===== src/hdl/integer_alu_div_pow_fact_defines.svh =====
// ----------------------------------------------------------------------------
// integer alu assertion macros
// shared concurrent assertion forms, clocked on clk and gated by rst
// ----------------------------------------------------------------------------
`ifndef INTEGER_ALU_DIV_POW_FACT_DEFINES_SVH
`define INTEGER_ALU_DIV_POW_FACT_DEFINES_SVH

// same-cycle implication
`define IADPF_ASSERT_IMP(lbl, ante, cons, msg) \
  lbl: assert property (@(posedge clk) disable iff (rst) (ante) |-> (cons)) \
    else $error(msg);

// next-cycle implication
`define IADPF_ASSERT_NXT(lbl, ante, cons, msg) \
  lbl: assert property (@(posedge clk) disable iff (rst) (ante) |=> (cons)) \
    else $error(msg);

`endif


===== src/hdl/iadpf_pkg.sv =====
// ----------------------------------------------------------------------------
// iadpf_pkg
// widths, operation and status codes, controller states and the
// command/status structs shared by the integer alu modules
// ----------------------------------------------------------------------------
package iadpf_pkg;

  localparam int DATA_WIDTH = 32;
  localparam int CNT_WIDTH  = $clog2(DATA_WIDTH + 1);

  localparam logic [2:0] MODE_ADD  = 3'd0;
  localparam logic [2:0] MODE_SUB  = 3'd1;
  localparam logic [2:0] MODE_MUL  = 3'd2;
  localparam logic [2:0] MODE_DIV  = 3'd3;
  localparam logic [2:0] MODE_POW  = 3'd4;
  localparam logic [2:0] MODE_FACT = 3'd5;

  localparam logic [1:0] STATUS_OK    = 2'd0;
  localparam logic [1:0] STATUS_DIV0  = 2'd1;
  localparam logic [1:0] STATUS_BADOP = 2'd2;

  typedef enum logic [1:0] {
    ST_IDLE,
    ST_RUN,
    ST_FIX,
    ST_HOLD
  } state_t;

  typedef struct packed {
    logic load;
    logic step;
    logic fix;
    logic emit;
  } cmd_t;

  typedef struct packed {
    logic long_op;
    logic done;
  } sts_t;

endpackage


===== src/hdl/iadpf_channels.sv =====
// ----------------------------------------------------------------------------
// iadpf channels
// valid/ready request and response channels of the integer alu
// ----------------------------------------------------------------------------
interface iadpf_req_if;
  import iadpf_pkg::*;

  logic                         valid;
  logic                         ready;
  logic [2:0]                   mode;
  logic signed [DATA_WIDTH-1:0] operand_a;
  logic signed [DATA_WIDTH-1:0] operand_b;

  modport source (output valid, output mode, output operand_a, output operand_b,
                  input ready);
  modport sink (input valid, input mode, input operand_a, input operand_b,
                output ready);
endinterface

interface iadpf_rsp_if;
  import iadpf_pkg::*;

  logic                         valid;
  logic                         ready;
  logic signed [DATA_WIDTH-1:0] result_value;
  logic signed [DATA_WIDTH-1:0] remainder_value;
  logic [1:0]                   status;

  modport source (output valid, output result_value, output remainder_value,
                  output status, input ready);
  modport sink (input valid, input result_value, input remainder_value,
                input status, output ready);
endinterface


===== src/hdl/iadpf_dp.sv =====
// ----------------------------------------------------------------------------
// iadpf_dp
// datapath: operand capture, one-step adder/multiplier results, restoring
// divider, square-and-multiply power, factorial loop and output register
// ----------------------------------------------------------------------------
module iadpf_dp (
  input  logic                                   clk,
  input  iadpf_pkg::cmd_t                        cmd,
  output iadpf_pkg::sts_t                        sts,
  input  logic [2:0]                             mode,
  input  logic signed [iadpf_pkg::DATA_WIDTH-1:0] operand_a,
  input  logic signed [iadpf_pkg::DATA_WIDTH-1:0] operand_b,
  output logic signed [iadpf_pkg::DATA_WIDTH-1:0] result_value,
  output logic signed [iadpf_pkg::DATA_WIDTH-1:0] remainder_value,
  output logic [1:0]                             status
);
  import iadpf_pkg::*;

  logic [2:0]            op;
  logic [DATA_WIDTH-1:0] acc;
  logic [DATA_WIDTH-1:0] base;
  logic [DATA_WIDTH-1:0] q;
  logic [DATA_WIDTH-1:0] r;
  logic [DATA_WIDTH-1:0] x;
  logic [DATA_WIDTH-1:0] idx;
  logic [CNT_WIDTH-1:0]  cnt;
  logic                  qneg;
  logic                  rneg;
  logic [DATA_WIDTH-1:0] res;
  logic [DATA_WIDTH-1:0] rem;
  logic [1:0]            st;

  logic [DATA_WIDTH-1:0] ua;
  logic [DATA_WIDTH-1:0] ub;
  logic [DATA_WIDTH-1:0] abs_a;
  logic [DATA_WIDTH-1:0] abs_b;
  logic [DATA_WIDTH-1:0] ma;
  logic [DATA_WIDTH-1:0] mb;
  logic [DATA_WIDTH-1:0] p0;
  logic [DATA_WIDTH-1:0] p1;
  logic [DATA_WIDTH:0]   trial;

  assign ua    = operand_a;
  assign ub    = operand_b;
  assign abs_a = ua[DATA_WIDTH-1] ? (~ua + 1'b1) : ua;
  assign abs_b = ub[DATA_WIDTH-1] ? (~ub + 1'b1) : ub;

  // shared multiplier: operands on load, accumulator step otherwise
  assign ma = cmd.load ? ua : acc;
  assign mb = cmd.load ? ub : ((op == MODE_FACT) ? idx : base);
  assign p0 = ma * mb;
  assign p1 = base * base;

  assign trial = {r, q[DATA_WIDTH-1]} - {1'b0, base};

  always_comb begin
    sts.long_op = ((mode == MODE_DIV) && (ub != '0)) || (mode == MODE_POW) ||
                  (mode == MODE_FACT);
    case (op)
      MODE_DIV:  sts.done = (cnt == '0);
      MODE_POW:  sts.done = (x == '0);
      MODE_FACT: sts.done = (acc == '0) || (idx > x);
      default:   sts.done = 1'b1;
    endcase
  end

  always_ff @(posedge clk) begin
    if (cmd.load) begin
      op   <= mode;
      res  <= '0;
      rem  <= '0;
      st   <= STATUS_OK;
      acc  <= DATA_WIDTH'(1);
      idx  <= DATA_WIDTH'(2);
      r    <= '0;
      cnt  <= CNT_WIDTH'(DATA_WIDTH);
      q    <= abs_a;
      base <= abs_b;
      qneg <= ua[DATA_WIDTH-1] ^ ub[DATA_WIDTH-1];
      rneg <= ua[DATA_WIDTH-1];
      x    <= '0;
      case (mode)
        MODE_ADD:  res <= ua + ub;
        MODE_SUB:  res <= ua - ub;
        MODE_MUL:  res <= p0;
        MODE_DIV: begin
          if (ub == '0) begin
            st <= STATUS_DIV0;
          end
        end
        MODE_POW: begin
          base <= ua;
          x    <= ub[DATA_WIDTH-1] ? '0 : ub;
        end
        MODE_FACT: x <= ua[DATA_WIDTH-1] ? '0 : ua;
        default:   st <= STATUS_BADOP;
      endcase
    end else if (cmd.step) begin
      case (op)
        MODE_DIV: begin
          if (!trial[DATA_WIDTH]) begin
            r <= trial[DATA_WIDTH-1:0];
            q <= {q[DATA_WIDTH-2:0], 1'b1};
          end else begin
            r <= {r[DATA_WIDTH-2:0], q[DATA_WIDTH-1]};
            q <= {q[DATA_WIDTH-2:0], 1'b0};
          end
          cnt <= cnt - 1'b1;
        end
        MODE_POW: begin
          if (x[0]) begin
            acc <= p0;
          end
          base <= p1;
          x    <= x >> 1;
        end
        MODE_FACT: begin
          acc <= p0;
          idx <= idx + 1'b1;
        end
        default: ;
      endcase
    end else if (cmd.fix) begin
      case (op)
        MODE_DIV: begin
          res <= qneg ? (~q + 1'b1) : q;
          rem <= rneg ? (~r + 1'b1) : r;
        end
        MODE_POW:  res <= acc;
        MODE_FACT: res <= acc;
        default: ;
      endcase
    end
    if (cmd.emit) begin
      result_value    <= res;
      remainder_value <= rem;
      status          <= st;
    end
  end

endmodule


===== src/hdl/iadpf_ctrl.sv =====
// ----------------------------------------------------------------------------
// iadpf_ctrl
// controller: sequences load, loop steps and finish, owns the handshakes
// ----------------------------------------------------------------------------
module iadpf_ctrl (
  input  logic            clk,
  input  logic            rst,
  input  logic            in_valid,
  output logic            in_ready,
  output logic            out_valid,
  input  logic            out_ready,
  output iadpf_pkg::cmd_t cmd,
  input  iadpf_pkg::sts_t sts
);
  import iadpf_pkg::*;

  state_t state;
  state_t state_next;
  logic   out_free;

  assign out_free = !out_valid || out_ready;

  always_comb begin
    state_next = state;
    case (state)
      ST_IDLE: begin
        if (in_valid) begin
          state_next = sts.long_op ? ST_RUN : ST_HOLD;
        end
      end
      ST_RUN: begin
        if (sts.done) begin
          state_next = ST_FIX;
        end
      end
      ST_FIX:  state_next = ST_HOLD;
      ST_HOLD: begin
        if (out_free) begin
          state_next = ST_IDLE;
        end
      end
      default: state_next = ST_IDLE;
    endcase
  end

  always_comb begin
    in_ready = 1'b0;
    cmd      = '0;
    case (state)
      ST_IDLE: begin
        in_ready = 1'b1;
        cmd.load = in_valid;
      end
      ST_RUN:  cmd.step = !sts.done;
      ST_FIX:  cmd.fix = 1'b1;
      ST_HOLD: cmd.emit = out_free;
      default: ;
    endcase
  end

  always_ff @(posedge clk) begin
    if (rst) begin
      state     <= ST_IDLE;
      out_valid <= 1'b0;
    end else begin
      state <= state_next;
      if (cmd.emit) begin
        out_valid <= 1'b1;
      end else if (out_ready) begin
        out_valid <= 1'b0;
      end
    end
  end

endmodule


===== src/hdl/integer_alu_div_pow_fact.sv =====
// ----------------------------------------------------------------------------
// integer_alu_div_pow_fact
// 32-bit signed multicycle alu: add, subtract, multiply, divide with
// remainder, power and factorial, one result per request
// ----------------------------------------------------------------------------
// One request is in flight at a time; the response sits in an output register
// so the next request is taken while a finished result waits. A finished
// result that cannot move into a still-occupied output register holds the
// block, input included, until the receiver takes the result ahead of it. Add,
// subtract, multiply, invalid codes and divide by zero skip the loop and go
// straight from accept to the output hold. Divide runs a restoring divider
// at one quotient bit per cycle. Power runs square-and-multiply, one exponent
// bit per cycle, until the exponent is used up; a negative exponent counts as
// zero. Factorial runs one multiply per cycle until the argument is reached
// or the product wraps to zero. The loop steps use the shared multiplier or
// the divider.
module integer_alu_div_pow_fact (
  input logic         clk,
  input logic         rst,
  iadpf_req_if.sink   request,
  iadpf_rsp_if.source response
);
  import iadpf_pkg::*;

`include "integer_alu_div_pow_fact_defines.svh"

  cmd_t cmd;
  sts_t sts;

  iadpf_ctrl u_ctrl (
    .clk       (clk),
    .rst       (rst),
    .in_valid  (request.valid),
    .in_ready  (request.ready),
    .out_valid (response.valid),
    .out_ready (response.ready),
    .cmd       (cmd),
    .sts       (sts)
  );

  iadpf_dp u_dp (
    .clk             (clk),
    .cmd             (cmd),
    .sts             (sts),
    .mode            (request.mode),
    .operand_a       (request.operand_a),
    .operand_b       (request.operand_b),
    .result_value    (response.result_value),
    .remainder_value (response.remainder_value),
    .status          (response.status)
  );

  `IADPF_ASSERT_NXT(a_busy_after_transfer, request.valid && request.ready, !request.ready,
                    "request taken while busy")
  `IADPF_ASSERT_NXT(a_emit_valid, cmd.emit, response.valid, "response lost after emit")
  `IADPF_ASSERT_IMP(a_div0_zero, response.valid && (response.status == STATUS_DIV0),
                    (response.result_value == '0) && (response.remainder_value == '0),
                    "nonzero result on divide by zero")

endmodule

===== src/flat_wrapper.sv =====
// flat-port wrapper written by rule: the top's interface ports become plain ports
module integer_alu_div_pow_fact_flat import iadpf_pkg::*;
  (clk, rst, request_valid, request_mode, request_operand_a, request_operand_b, request_ready, response_valid, response_result_value, response_remainder_value, response_status, response_ready);
  iadpf_req_if request_i ();
  iadpf_rsp_if response_i ();
  input logic clk;
  input logic rst;
  input wire logic [$bits(request_i.valid)-1:0] request_valid;
  input wire logic [$bits(request_i.mode)-1:0] request_mode;
  input wire logic [$bits(request_i.operand_a)-1:0] request_operand_a;
  input wire logic [$bits(request_i.operand_b)-1:0] request_operand_b;
  output wire logic [$bits(request_i.ready)-1:0] request_ready;
  output wire logic [$bits(response_i.valid)-1:0] response_valid;
  output wire logic [$bits(response_i.result_value)-1:0] response_result_value;
  output wire logic [$bits(response_i.remainder_value)-1:0] response_remainder_value;
  output wire logic [$bits(response_i.status)-1:0] response_status;
  input wire logic [$bits(response_i.ready)-1:0] response_ready;
  assign request_i.valid = request_valid;
  assign request_i.mode = request_mode;
  assign request_i.operand_a = request_operand_a;
  assign request_i.operand_b = request_operand_b;
  assign request_ready = request_i.ready;
  assign response_valid = response_i.valid;
  assign response_result_value = response_i.result_value;
  assign response_remainder_value = response_i.remainder_value;
  assign response_status = response_i.status;
  assign response_i.ready = response_ready;
  integer_alu_div_pow_fact u_core (.clk(clk), .rst(rst), .request(request_i), .response(response_i));
endmodule

===== config.mk =====
export PLATFORM = sky130hd
export DESIGN_NAME = integer_alu_div_pow_fact_flat
export DESIGN_NICKNAME = d
export VERILOG_FILES = /design/src/hdl/iadpf_pkg.sv /design/src/hdl/iadpf_channels.sv /design/src/hdl/iadpf_dp.sv /design/src/hdl/iadpf_ctrl.sv /design/src/hdl/integer_alu_div_pow_fact.sv /design/src/flat_wrapper.sv
export VERILOG_INCLUDE_DIRS = /design/src /design/src/hdl
export SDC_FILE = /design/constraint.sdc
export NUM_CORES = 2
export LEC_CHECK = 0
export BUFFER_PORTS_ARGS = -buffer_cell sky130_fd_sc_hd__buf_4
export CAP_MARGIN = 20
export CORE_UTILIZATION = 25
export DETAILED_ROUTE_END_ITERATION = 7
export SYNTH_ARGS = -nofsm -noshare
export SYNTH_HDL_FRONTEND = slang
export SYNTH_SLANG_ARGS = --single-unit

===== constraint.sdc =====
create_clock -name clk -period 13.5 [get_ports clk]
set_input_delay 0.675 -clock clk [delete_from_list [all_inputs] [get_ports clk]]
set_output_delay 0.675 -clock clk [all_outputs]
set_load 0.02 [all_outputs]

---- Word-level counts from Yosys, hierarchy flattened ----
Cells that the tools add are included.
cells by class
  multipliers ............................. 2
  magnitude comparators ................... 1
  mux-type cells .......................... 44
  equality and inequality tests ........... 16
  reductions and logical operators ........ 31
  add/subtract/negate cells ............... 9
  bitwise gates (word level) .............. 6
operator list
  operator                 count
  $mux W32                 22
  $add A32 B1 Y32 const B  5
  $not A32 Y32             4
  $pmux W32 S2             2
  $logic_not A32 Y1        3
  $pmux W32 S3             1
  $mul A32 B32 Y32         2
  $mux W31                 2
  $pmux W31 S2             1
  $sub A33 B32 Y33         1
  $add A32 B32 Y32         1
  $gt A32 B32 Y1           1
  $reduce_bool A32 Y1      1
  $sub A32 B32 Y32         1
  $eq A3 B3 Y1 const B     4
  $reduce_and A3 Y1        4
  $reduce_bool A2 Y1       6
  $ne A2 B2 Y1 const B     5
  $eq A3 B2 Y1 const B     3
  $mux W1                  9
  $mux W2                  4
  $pmux W2 S4              1
  $reduce_and A2 Y1        4
  $logic_not A6 Y1         1
  16 further kinds         21
word-level totals
  output and inout port bits .............. 68
  input bits .............................. 71
  logic and storage cells ................. 127
  flip-flop bits (word level) ............. 338

---- Longest topological paths before layout ----
  depth after elaboration ................. 7
  depth in mapped cells ................... 38
  mapped depth without buffers ............ 33

---- Modules after synthesis ----
Synthesis repeated with hierarchy kept, for this count alone.
unflattened totals
  cell total of the unflattened synthesis .. 5599
  area total of the unflattened synthesis .. 49887.8 um2
modules (own cells, without submodules)
  module      cells each  area an instance (um2)  seq. area each (um2)  instances
  iadpf_dp    5574        49631.4                 8688.3                1
  iadpf_ctrl  25          256.5                   60.1                  1

---- Worst setup path before layout ----
No wires, ideal clock.
  kind .................................... register to register
  start ................................... register u_core.u_ctrl.state[0]
  end ..................................... register u_core.u_dp.res[31], data pin
  setup slack ............................. 4.153 ns
  arrival ................................. 9.071 ns
  data required time ...................... 13.224 ns
  setup time .............................. 0.276 ns
  period minus slack after synthesis ...... 9.347 ns
  path buffers ............................ 7
  stages on the path, launching flop included .. 39
  cells stage by stage .................... dfxtp_1 -> inv_1 -> ha_1 -> nand2_1 -> buf_2 -> buf_2 -> buf_1 -> clkbuf_1 -> clkbuf_1 -> clkbuf_1 -> buf_1 -> nand2_1 -> nand2_1 -> nand2_1 -> fa_1 -> inv_1 -> fa_1 -> fa_1 -> [3 not listed] -> fa_1 -> inv_1 -> fa_1 -> inv_1 -> fa_1 -> fa_1 -> ha_1 -> a21oi_1 -> nor2b_1 -> o21ai_0 -> o311ai_0 -> a31o_2 -> or3_1 -> a31oi_1 -> a21oi_1 -> xor2_1 -> a21oi_1 -> a22oi_1
on the way
  word-level cells in the longest chain between the ends .. 6
  elaborated cells on any way between the ends .. 7
  those cells by class .................... 1 x mul; 5 x mux; 1 x reduce/logical
RTL lines
  element                             RTL line                        RTL
  start, declared                     iadpf_ctrl.sv:17                state_t state;
  start signal, assigned              iadpf_ctrl.sv:66                state <= state_next;
  $logic_not A2 Y1 (*)                iadpf_ctrl.sv:49                case (state)
  $mux W1 (*)                         iadpf_ctrl.sv:49
  $mux W32, on equally long branches  iadpf_dp.sv:49, iadpf_dp.sv:50
  $mul A32 B32 Y32                    iadpf_dp.sv:51                  assign p0 = ma * mb;
  $pmux W32 S3                        iadpf_dp.sv:82                  case (mode)
  $mux W32 (*)                        iadpf_dp.sv:68                  if (cmd.load) begin
  end signal, assigned                iadpf_dp.sv:83                  MODE_ADD: res <= ua + ub;
  end signal, assigned                iadpf_dp.sv:84                  MODE_SUB: res <= ua - ub;
  end signal, assigned                iadpf_dp.sv:85                  MODE_MUL: res <= p0;
  end, declared                       iadpf_dp.sv:29                  logic [DATA_WIDTH-1:0] res;
Every way passes the cells marked *; elsewhere a longest branch is shown, timed or not.
A chain may end at the register's enable or synchronous reset.

---- Worst setup path after layout ----
  start ................................... register u_core.u_ctrl.state[0]
  end ..................................... register u_core.u_dp.res[28], data pin
Same word-level chain as after synthesis.

==> impl_results.md <==
- Final setup vio count: 0
- Capturing point of the worst reg2reg path: u_core.u_dp.res[28]
- Yosys warns: 0
- Fin util: 27.9%
- Worst path max stage delay: 0.82 ns
- First-pass GRT wire length: 275,000 um
- Rows: 164
- Core Area: 200,000 um2
- CP arrival: 10.39 ns
- Vias per inst: 4.93
- Area delta synth->final: 11.0%
- Worst clock skew: 0.0338 ns
- Post-layout min period: 10.06 ns
- Met2 Usage GRT: 29.8%
- Reg2reg start: u_core.u_ctrl.state[0]
- CP endpoint: u_core.u_dp.res[28]
- WP data required: 13.83 ns
- Ys flop type: edfxtp_1
- All-layer global routing usage: 18.0%
- Vias in the first global route: 42,000
- Setup TNS: 0 ns
- Critical path origin: u_core.u_ctrl.state[0]
- Die ar.: 202,000 um2
- RSZ-0062 raised after global routing: false
- Routed Wire Length: 184,000 um
- Critical path depth in cells: 31
- Die Width: 450 um
- Clock sink count: 337
- Placed cell count: 8,283
- Wire length per cell: 22.0 um
- Crit-path slowest cell: nor2_1
- FFs w/ async S/R, synth: 0%
- Reg2Reg Depth: 31
- Final Hold Fails: 0
- Slew @ Worst Pin: 1.12 ns
- Clock H-tree levels: 2
- Post-Syn Area: 50,200 um2
- Maximum clock path buffer count: 3
- Final count of pins violating max slew: 0
- CTS-repair resized insts: 0
- Status: complete, no violations
- Most frequent cells in the layout: 974 x inv_1, 777 x fa_1, 676 x nor2_1, 619 x nand2_1, 352 x ha_1
- IO Pins: 139
- Total CTS buffers: 43
- Worst Path Max Fanout: 70
- Met1 Resource Use GR: 22.9%
- Chip height: 450 um
- Global-route met3 utilization: 3.21%
- Post-synth EDFFs: 200
- Synthesized flop and latch total: 337
- Root Buffer: clkbuf_16
- Vias: 41,300
- Fin nets: 6,872
- Initial DRC Count: 4,012
- Clock transition at the registers of the reported paths: 0.06 ns
- Most frequent CP cell: fa_1
- Max Freq: 99.4 MHz
- Slew HR: 25.2%
- Initial antenna violation count: 14
- Starting density of the core: 25.1%
- Layout cells sized above 1: 6.48%
- Tcrit/Tclk final: 74.5%
- Largest net degree at the start of global routing: 176
- Cell family with most CP delay: adder cells
- # port buffers: 138
- Post-route ant nets: 0
- Worst reg2reg setup slack: 3.44 ns
- Clk Latency, worst-skew pair: 0.62 ns
- CP Class: reg -> reg
- Gr busiest metal: met2
- CTS tree: yes
- Syn Inst Count: 5,676
- Cts hold-fix bufs: 0
- DRC: 0
- Post-CTS setup repair buffer count: 0
- Commonest non-fill, non-tap cell in the layout: inv_1
- Yosys cell types: 85
- Min-delay worst type: in -> reg
- GP Congestion: 0.990
- Remaining Overflow, GRT: 0
- DP Wirelength: 144,000 um
- Pre-antenna DRT Iters: 6
- Post-synthesis sequential area ratio: 17.4%
- Layout Cells excl Fill: 8,366
- Synth Net Count: 6,876
- Fillers: 21,100
- Type of origin of the critical path: register
- Max-cap check violation count: 0
- Critical path capture point type: register
- Synthesized area per cell: 8.84 um2
- CP Buf/Inv Count: 8
worst min-delay path by stage:
| stage | from | end | slack [ns] | cells past startpoint |
|---|---|---|---|---|
| 6_report | rst | u_core.u_ctrl.out_valid | 0.25 | 2 |
| 5_1_grt | rst | u_core.u_ctrl.out_valid | 0.24 | 2 |
| 4_1_cts | rst | u_core.u_ctrl.out_valid | 0.24 | 2 |
| 3_5_place_dp | u_core.u_dp.res[7] | u_core.u_dp.result_value[7] | 0.41 | 0 |
| 3_3_place_gp | u_core.u_dp.res[6] | u_core.u_dp.result_value[6] | 0.40 | 0 |
| 2_1_floorplan | u_core.u_dp.res[0] | u_core.u_dp.result_value[0] | 0.40 | 0 |
synth_stat cells, types with 20 or more instances:
library cell	count	share of area, %
buf_1	31	0.23
dfxtp_1	137	5.5
nor2b_1	29	0.36
or3_1	26	0.32
o211ai_1	34	0.51
nor2_1	679	5.1
xor2_1	199	3.5
a221oi_1	48	0.84
o31ai_1	38	0.57
nor3_1	103	1.0
buf_2	20	0.20
a21o_1	78	1.2
o21ai_0	173	1.7
clkbuf_1	214	1.6
or2_2	22	0.27
fa_1	777	31
inv_1	974	7.3
a21oi_1	203	2.0
xnor2_1	157	2.7
a211oi_1	55	0.82
nand4_1	35	0.44
ha_1	352	8.8
nor4_1	33	0.41
and2_1	26	0.32
a31o_2	20	0.35
nand2_1	621	4.6
nand2b_1	34	0.42
edfxtp_1	200	12
a31oi_1	33	0.41
mux2i_1	79	1.6
nand3_1	37	0.37
registers in the layout, summed over array words and instances (netlist names), 3 cells and up:
signal                       flops
u_core.u_dp.acc                 32
u_core.u_dp.base                32
u_core.u_dp.cnt                  6
u_core.u_dp.idx                 32
u_core.u_dp.op                   3
u_core.u_dp.q                   32
u_core.u_dp.r                   32
u_core.u_dp.rem                 32
u_core.u_dp.remainder_value     32
u_core.u_dp.res                 32
u_core.u_dp.result_value        32
u_core.u_dp.x                   31
worst register-to-register path: cells and delay by family (launching register included):
family                     cells  cell delay [ns]
and+or+nand+nor                4             1.50
buffers and inverters          8             1.57
adders and majority gates     10             4.67
AOI/OAI and AO/OA              8             1.52
DFF                            1             0.34
xor gates and xnor gates       1             0.17
routing by layer:
| metal | vias to the layer above | wire length, um |
|---|---|---|
| li1 | 18200 | - |
| met1 | 20800 | 73200 |
| met2 | 1906 | 86200 |
| met3 | 412 | 15200 |
| met4 | 2 | 9470 |
| met5 | - | 8 |
cell type report:
class,instances,area (um2),share of cell area (%)
Antenna cell,4,10.0,0.0180
Clock buffer,52,1160,2.08
Clock inverter,27,249,0.447
Inverter,983,3690,6.63
Multi-Input combinational cell,4087,36900,66.2
Sequential cell,337,8750,15.7
Tap cell,2656,3320,5.97
Timing Repair Buffer,220,1660,2.99
logic make-up (layout without fill, tap and decap cells):
group                      after synthesis  count (layout)  share of synthesized area [%]
AOI/OAI and AO/OA                      799             799                           10.4
xor gates and xnor gates               364             364                           6.56
adders and majority gates             1129            1129                           39.8
buffers and inverters                 1252            1282                           9.45
DFF                                    337             337                           17.4
muxes                                   79              79                           1.58
other                                    0               4                              0
and+or+nand+nor                       1716            1716                           14.8
stage by stage:
| step | hold slack (ns) | instance area [um2] | setup slack [ns] |
|---|---|---|---|
| after floorplan | 0.400 | 50200 | 4.15 |
| after global placement | 0.404 | 54300 | 3.52 |
| after detailed placement | 0.405 | 54300 | 3.48 |
| after CTS | 0.241 | 55700 | 3.59 |
| after global routing | 0.241 | 55700 | 2.99 |
| final | 0.253 | 55700 | 3.44 |
Power is left out: the tool's default activity adds up to more than one toggle a clock period on the data nets, which glitch-free logic cannot reach.
